==> src/sv/iaf_pkg.sv <==
package iaf_pkg;

  localparam int MAX_CHARS   = 24;
  localparam int DIGIT_SLOTS = 20;
  localparam int VALUE_W     = 64;
  localparam int WIDTH_IN_W  = 5;
  localparam int CNT_W       = $clog2(VALUE_W);
  localparam int SLOT_W      = $clog2(MAX_CHARS);
  localparam int W_W         = $clog2(MAX_CHARS + 1);

  localparam logic [7:0] CHAR_MINUS = 8'h2D;
  localparam logic [7:0] CHAR_ZERO  = 8'h30;
  localparam logic [7:0] CHAR_SPACE = 8'h20;

  localparam logic [7:0] HEX_LOWER [16] = '{
    8'h30, 8'h31, 8'h32, 8'h33, 8'h34, 8'h35, 8'h36, 8'h37,
    8'h38, 8'h39, 8'h61, 8'h62, 8'h63, 8'h64, 8'h65, 8'h66
  };
  localparam logic [7:0] HEX_UPPER [16] = '{
    8'h30, 8'h31, 8'h32, 8'h33, 8'h34, 8'h35, 8'h36, 8'h37,
    8'h38, 8'h39, 8'h41, 8'h42, 8'h43, 8'h44, 8'h45, 8'h46
  };

  typedef struct packed {
    logic clear;      // zero the digit
    logic bit_shift;  // take one value bit from below
    logic dig_shift;  // take the whole digit from below
    logic dec;        // add-3 correction for decimal digits
  } cell_ctl_t;

  typedef enum logic [3:0] {
    ST_IDLE = 4'b0001,
    ST_CONV = 4'b0010,
    ST_SIGN = 4'b0100,
    ST_EMIT = 4'b1000
  } state_t;

  function automatic logic [7:0] digit_char(input logic [3:0] d, input logic upper);
    digit_char = upper ? HEX_UPPER[d] : HEX_LOWER[d];
  endfunction

endpackage

==> src/sv/iaf_digit_cell.sv <==
module iaf_digit_cell import iaf_pkg::*; (
  input  logic       clk,
  input  cell_ctl_t  ctl,
  input  logic       cin,
  input  logic [3:0] din,
  output logic [3:0] digit,
  output logic       cout
);

  logic [3:0] corr;

  // decimal digits of five or more get +3 before doubling
  always_comb begin
    corr = digit;
    if (ctl.dec && (digit >= 4'd5)) begin
      corr = digit + 4'd3;
    end
  end

  assign cout = corr[3];

  always_ff @(posedge clk) begin
    if (ctl.clear) begin
      digit <= 4'd0;
    end else if (ctl.bit_shift) begin
      digit <= {corr[2:0], cin};
    end else if (ctl.dig_shift) begin
      digit <= din;
    end
  end

endmodule

==> src/sv/iaf_digit_chain.sv <==
module iaf_digit_chain import iaf_pkg::*; (
  input  logic       clk,
  input  cell_ctl_t  ctl,
  input  logic       bit_in,
  output logic [3:0] top_digit
);

  logic [3:0] digit [DIGIT_SLOTS];
  logic       carry [DIGIT_SLOTS];

  for (genvar i = 0; i < DIGIT_SLOTS; i++) begin : g_cell
    logic       cin_i;
    logic [3:0] din_i;

    if (i == 0) begin : g_first
      assign cin_i = bit_in;
      assign din_i = 4'd0;
    end else begin : g_rest
      assign cin_i = carry[i-1];
      assign din_i = digit[i-1];
    end

    iaf_digit_cell u_cell (
      .clk   (clk),
      .ctl   (ctl),
      .cin   (cin_i),
      .din   (din_i),
      .digit (digit[i]),
      .cout  (carry[i])
    );
  end

  assign top_digit = digit[DIGIT_SLOTS-1];

endmodule

==> src/sv/integer_to_ascii_formatter.sv <==
// Each item shifts all 64 value bits through the digit cell chain, emits a minus sign when negative,
//   then walks the character slots from the widest field down, one slot per cycle; a slot that holds
//   a padding or digit character waits while the output stalls.
// Characters leave at up to one per cycle; input is stalled while an item is in flight.
// Reset (rst, synchronous, active high) returns the sequencer to idle and drops any pending output.
module integer_to_ascii_formatter import iaf_pkg::*; (
  input  logic                  clk,
  input  logic                  rst,
  input  logic                  in_valid,
  output logic                  in_stall,
  input  logic [VALUE_W-1:0]    value,
  input  logic                  signed_mode,
  input  logic                  base_hex,
  input  logic                  upper_case,
  input  logic [WIDTH_IN_W-1:0] min_width,
  input  logic                  zero_pad,
  output logic                  out_valid,
  input  logic                  out_stall,
  output logic [7:0]            ch,
  output logic                  last
);

  state_t             state;
  logic [VALUE_W-1:0] val;        // bits still to feed into the cell chain, MSB first
  logic [CNT_W-1:0]   bit_cnt;
  logic [SLOT_W-1:0]  slot;       // character slot, counted down from the widest field
  logic [W_W-1:0]     width;      // sign-adjusted minimum width
  logic               neg;
  logic               dec;
  logic               upper;
  logic               pad_zero;
  logic               seen;       // a digit has been emitted, so later zeros are digits

  logic               accept;
  logic               can_emit;
  logic [3:0]         top_digit;
  logic               in_chain;
  logic               is_digit;
  logic               is_pad;
  logic               step;
  logic               fire;
  logic [7:0]         fire_ch;
  logic               fire_last;
  logic [W_W-1:0]     width_sat;
  logic               value_neg;
  cell_ctl_t          ctl;

  assign in_stall = (state != ST_IDLE);
  assign accept   = in_valid && !in_stall;
  // output register is free, or its transfer happens this cycle
  assign can_emit = !out_valid || !out_stall;

  assign value_neg = signed_mode && value[VALUE_W-1];

  always_comb begin
    width_sat = W_W'(min_width);
    if (width_sat > W_W'(MAX_CHARS)) begin
      width_sat = W_W'(MAX_CHARS);
    end
    // the minus sign takes one place of the width
    if (value_neg && (width_sat != '0)) begin
      width_sat = width_sat - W_W'(1);
    end
  end

  // Character slot decode: slots above the digit count are padding while below the width,
  // otherwise skipped. The lowest slot always holds a digit.
  assign in_chain = (slot < SLOT_W'(DIGIT_SLOTS));
  assign is_digit = in_chain && (seen || (top_digit != 4'd0) || (slot == '0));
  assign is_pad   = !is_digit && (W_W'(slot) < width);
  assign step     = (state == ST_EMIT) && (!(is_digit || is_pad) || can_emit);

  always_comb begin
    fire      = 1'b0;
    fire_ch   = CHAR_MINUS;
    fire_last = 1'b0;
    case (state)
      ST_SIGN: begin
        fire = can_emit;
      end
      ST_EMIT: begin
        fire      = (is_digit || is_pad) && can_emit;
        fire_last = (slot == '0);
        if (is_digit) begin
          fire_ch = digit_char(top_digit, upper);
        end else begin
          fire_ch = pad_zero ? CHAR_ZERO : CHAR_SPACE;
        end
      end
      default: begin
        fire = 1'b0;
      end
    endcase
  end

  always_comb begin
    ctl.clear     = accept;
    ctl.bit_shift = (state == ST_CONV);
    ctl.dig_shift = step && in_chain;
    ctl.dec       = dec;
  end

  iaf_digit_chain u_chain (
    .clk       (clk),
    .ctl       (ctl),
    .bit_in    (val[VALUE_W-1]),
    .top_digit (top_digit)
  );

  // Sequencer: load, shift all value bits through the chain, optional sign, then slots.
  always_ff @(posedge clk) begin
    if (rst) begin
      state <= ST_IDLE;
    end else begin
      case (state)
        ST_IDLE: begin
          if (accept) begin
            state <= ST_CONV;
          end
        end
        ST_CONV: begin
          if (bit_cnt == CNT_W'(VALUE_W - 1)) begin
            state <= neg ? ST_SIGN : ST_EMIT;
          end
        end
        ST_SIGN: begin
          if (can_emit) begin
            state <= ST_EMIT;
          end
        end
        ST_EMIT: begin
          if (step && (slot == '0)) begin
            state <= ST_IDLE;
          end
        end
        default: begin
          state <= ST_IDLE;
        end
      endcase
    end
  end

  // Item registers: load the operand and format bits on accept; the operand then shifts left during conversion.
  always_ff @(posedge clk) begin
    if (accept) begin
      val      <= value_neg ? (~value + VALUE_W'(1)) : value;
      bit_cnt  <= '0;
      width    <= width_sat;
      neg      <= value_neg;
      dec      <= signed_mode || !base_hex;
      upper    <= !signed_mode && base_hex && upper_case;
      pad_zero <= zero_pad;
    end else if (state == ST_CONV) begin
      val     <= val << 1;
      bit_cnt <= bit_cnt + CNT_W'(1);
    end
  end

  // Slot walk: start at the widest field, advance one slot per step.
  always_ff @(posedge clk) begin
    if (state == ST_CONV) begin
      slot <= SLOT_W'(MAX_CHARS - 1);
      seen <= 1'b0;
    end else if (step) begin
      slot <= slot - SLOT_W'(1);
      if (is_digit) begin
        seen <= 1'b1;
      end
    end
  end

  // Output register: load only when free or being drained, so a stalled character holds.
  always_ff @(posedge clk) begin
    if (rst) begin
      out_valid <= 1'b0;
    end else if (fire) begin
      out_valid <= 1'b1;
    end else if (!out_stall) begin
      out_valid <= 1'b0;
    end
  end

  always_ff @(posedge clk) begin
    if (fire) begin
      ch   <= fire_ch;
      last <= fire_last;
    end
  end

endmodule
==> config.mk <==
export PLATFORM = sky130hd
export DESIGN_NAME = integer_to_ascii_formatter
export DESIGN_NICKNAME = d
export VERILOG_FILES = /design/src/sv/iaf_pkg.sv /design/src/sv/iaf_digit_cell.sv /design/src/sv/iaf_digit_chain.sv /design/src/sv/integer_to_ascii_formatter.sv
export SDC_FILE = /design/constraint.sdc
export NUM_CORES = 1
export LEC_CHECK = 0
export BUFFER_PORTS_ARGS = -buffer_cell sky130_fd_sc_hd__buf_4
export CORE_MARGIN = 2
export CORE_UTILIZATION = 40
export DETAILED_ROUTE_END_ITERATION = 10
export SETUP_SLACK_MARGIN = 0.3
export SLEW_MARGIN = 30
export SYNTH_ARGS = -nofsm -noshare
export SYNTH_HDL_FRONTEND = slang
export SYNTH_HIERARCHICAL = 1
export SYNTH_SLANG_ARGS = --single-unit
export TNS_END_PERCENT = 20
==> constraint.sdc <==
create_clock -name clk -period 15 [get_ports clk]
set_clock_uncertainty 0.1 [all_clocks]
set_input_delay 0.75 -clock clk [delete_from_list [all_inputs] [get_ports clk]]
set_output_delay 0.75 -clock clk [all_outputs]
set_load 0.01 [all_outputs]
==> impl_results.md <==
* Static Leak at about 4.7 nW
* Share of total power in sequential cells at a little over two fifths
* H-tree depth at 4
* Area after DPL at 12900 µm²
* Yosys Warn Count at 6
* Initial antenna violation count at 0
* Max Slew Vio Count at 0
* WL per Instance at approximately 15 µm
* RSZ-0062 raised after global routing: no
* Initial DRC Count at 700
* Outcome: complete, no violations
* TritonCTS clock tree: yes
* Core ar. at approximately 29000 µm²
* CP Data Required Time at between 15 and 20 ns
* Non-filler cells, final at 1786
* Hold/Removal Path Class: register to register
* Deepest clock path buffer count at 2
* Cells after Synth at 1317
* Int Power at about 1.1 mW
* # Post-CTS Setup Buffers at 0
* Worst Path Max Fanout at 74
* Comb power frac at between 20 and 30%
* Vias per inst at roughly 5.6
* CP Cell Sequence: inv_1, ha_1, nor4b_1, a21oi_1, nor3_1, a22oi_1, a21oi_4, buf_4, mux2_2, o21ai_0, a31oi_1
* Final ANT Viol Nets at 0
* DRC at 0
* Vias in the first global route at approximately 9500
* Psw at roughly 570 µW
* PD cells at around 120 nW/µm²
* Final #Nets at 1519
* Slowest cell on the critical path: buf_4
* CTS sink cnt at approximately 180
* First-pass GRT wire length at 46600 µm
* Fin Setup TNS at 0 ns
* Die height at 176 µm
* Clock Power Share at between 20 and 30%
* GR Overflow Total at 0
* RD Place Congestion at 0.858
* Vias at around 10000
* Worst-Margin Slew at 0.924 ns
* Post-Place Cells at roughly 1800
* Pre-antenna DRT Iters at 4
* Tmin final at slightly above 4 ns
* VDD IR max at approximately 0.096 mV
* I/O pin cnt at a little under 90
* ANT cells at 0
* IO buf count at 86
* Total GRT Usage at roughly 18%
* Clock transition at path regs at 0.07 ns
* Setup violators final at 0
* Fraction of layout cells with a size suffix above 1 at a little over an eighth
* HPWL Detailed at 18300 µm
* Largest net degree at the start of global routing at around 110
* Fmax at between 0.2 and 0.25 GHz
* CP Buf/Inv Count at 2
* Startpoint class of the critical path: register
* Hold Fails Final Rpt at 0
* WP data arrival at 4.32 ns
* Die ar. at 31000 µm²
* Switching Fraction at 34.2%
* CTS Buf Count at 17
* Syn avg cell area at roughly 9 µm²
* Max-slew headroom at roughly two fifths
* Critical Path Max Stage Delay at between 0.8 and 0.9 ns
* Worst path top cell family by delay: compound AO/OA/AOI/OAI gates
* Crit end category: register
* Synthesized area at 11800 µm²
* Drt total wl at roughly 27000 µm
* Area growth, synth to finish at 14.0%
* CTS root buffer: clkbuf_16
* Tcrit/Tclk final at about 28%
* Initial core utilization at 40.9%
* Die X at around 180 µm
* Post-cts sizing count at 0
* FILL cells at 2829
* Row cnt at a little over 60
* Worst setup path category: register to register
* Hold buffers post-CTS at 0
* Max_cap viols at 0
* Fin area at 13500 µm²
* Clock Latency Late Sink at ~0.44 ns
==> stage by stage <==
| stage | hold slack, ns | power [mW] | setup slack [ns] | utilization, % |
|---|---|---|---|---|
| 5_1_grt | 0.370 | 1.78 | 10.45 | 46.6 |
| 3_3_place_gp | 0.360 | 1.18 | 10.68 | 44.4 |
| 2_1_floorplan | 0.338 | 1.05 | 7.72 | - |
| 3_5_place_dp | 0.375 | 1.19 | 10.88 | 44.4 |
| 4_1_cts | 0.373 | 1.68 | 10.85 | 46.6 |
| 6_report | 0.378 | 1.66 | 10.86 | 46.6 |
==> layout make-up <==
type                       instances  area [µm²]  area share (%)
timing repair buffer              95         726            5.38
tap                              384         480            3.56
clock buffer                      19         454            3.37
clock inverter                    13         170            1.26
multi-input combinational       1000        6920            51.3
inverter                          97         369            2.73
sequential                       178        4370            32.4
==> cells in the final DEF, fill, tap and decap left out, types with 27 or more instances in the layout <==
cell / n
a31oi_1: 27
buf_4: 94
dfxtp_1: 97
edfxtp_1: 81
ha_1: 53
inv_1: 94
mux2_2: 40
mux2i_1: 46
nand2_1: 105
nor2_1: 70
nor3_1: 44
o21ai_0: 177
xnor2_1: 30
xor2_1: 54
==> sequential cells by signal, summed over array words and instances, names as in the netlist <==
signal and count:
val 64, seen 1, slot 5, dec 1
bit_cnt 6, out_valid 1, state 4, u_chain/g_cell.u_cell/digit 80
width 5, neg 1, ch 7, last 1
pad_zero 1, upper 1
==> worst reg2reg max path, stage by stage, from the launching register on <==
cell	delay, ns
dfxtp_1	0.37
inv_1	0.12
ha_1	0.15
nor4b_1	0.30
a21oi_1	0.16
nor3_1	0.19
a22oi_1	0.25
a21oi_4	0.81
buf_4	0.87
mux2_2	0.43
o21ai_0	0.16
a31oi_1	0.06
==> metal layers <==
layer / wire (µm) / vias to the layer above / track usage (%)
met3: 947 / 20 / 2.71
met2: 12600 / 179 / 29.5
li1: - / 5065 / -
met4: 333 / 0 / 4.61
met1: 13500 / 4721 / 24.9
met5: 0 / - / 0
==> worst paths after layout <==
kind,cells after the start,slack (ns),endpoint,start
worst max-delay path,11,10.86,u_chain/g_cell[7].u_cell/digit[1]$_SDFFE_PP0P_,u_chain/g_cell[19].u_cell/digit[0]$_SDFFE_PP0P_
worst min-delay path,2,0.38,bit_cnt[1]$_SDFFE_PP0P_,bit_cnt[1]$_SDFFE_PP0P_
worst max register to register,11,10.86,u_chain/g_cell[7].u_cell/digit[1]$_SDFFE_PP0P_,u_chain/g_cell[19].u_cell/digit[0]$_SDFFE_PP0P_
worst min register to register,2,0.38,bit_cnt[1]$_SDFFE_PP0P_,bit_cnt[1]$_SDFFE_PP0P_
==> power groups by stage <==
stage	Clock [mW]	Sequential, mW	Combinational, mW
finish	0.483	0.716	0.465
floorplan	0	0.704	0.349
global placement	0	0.724	0.454
detailed placement	0	0.727	0.465
global route	0.512	0.734	0.536
CTS	0.495	0.717	0.466
(Power assumes the default switching activity.)
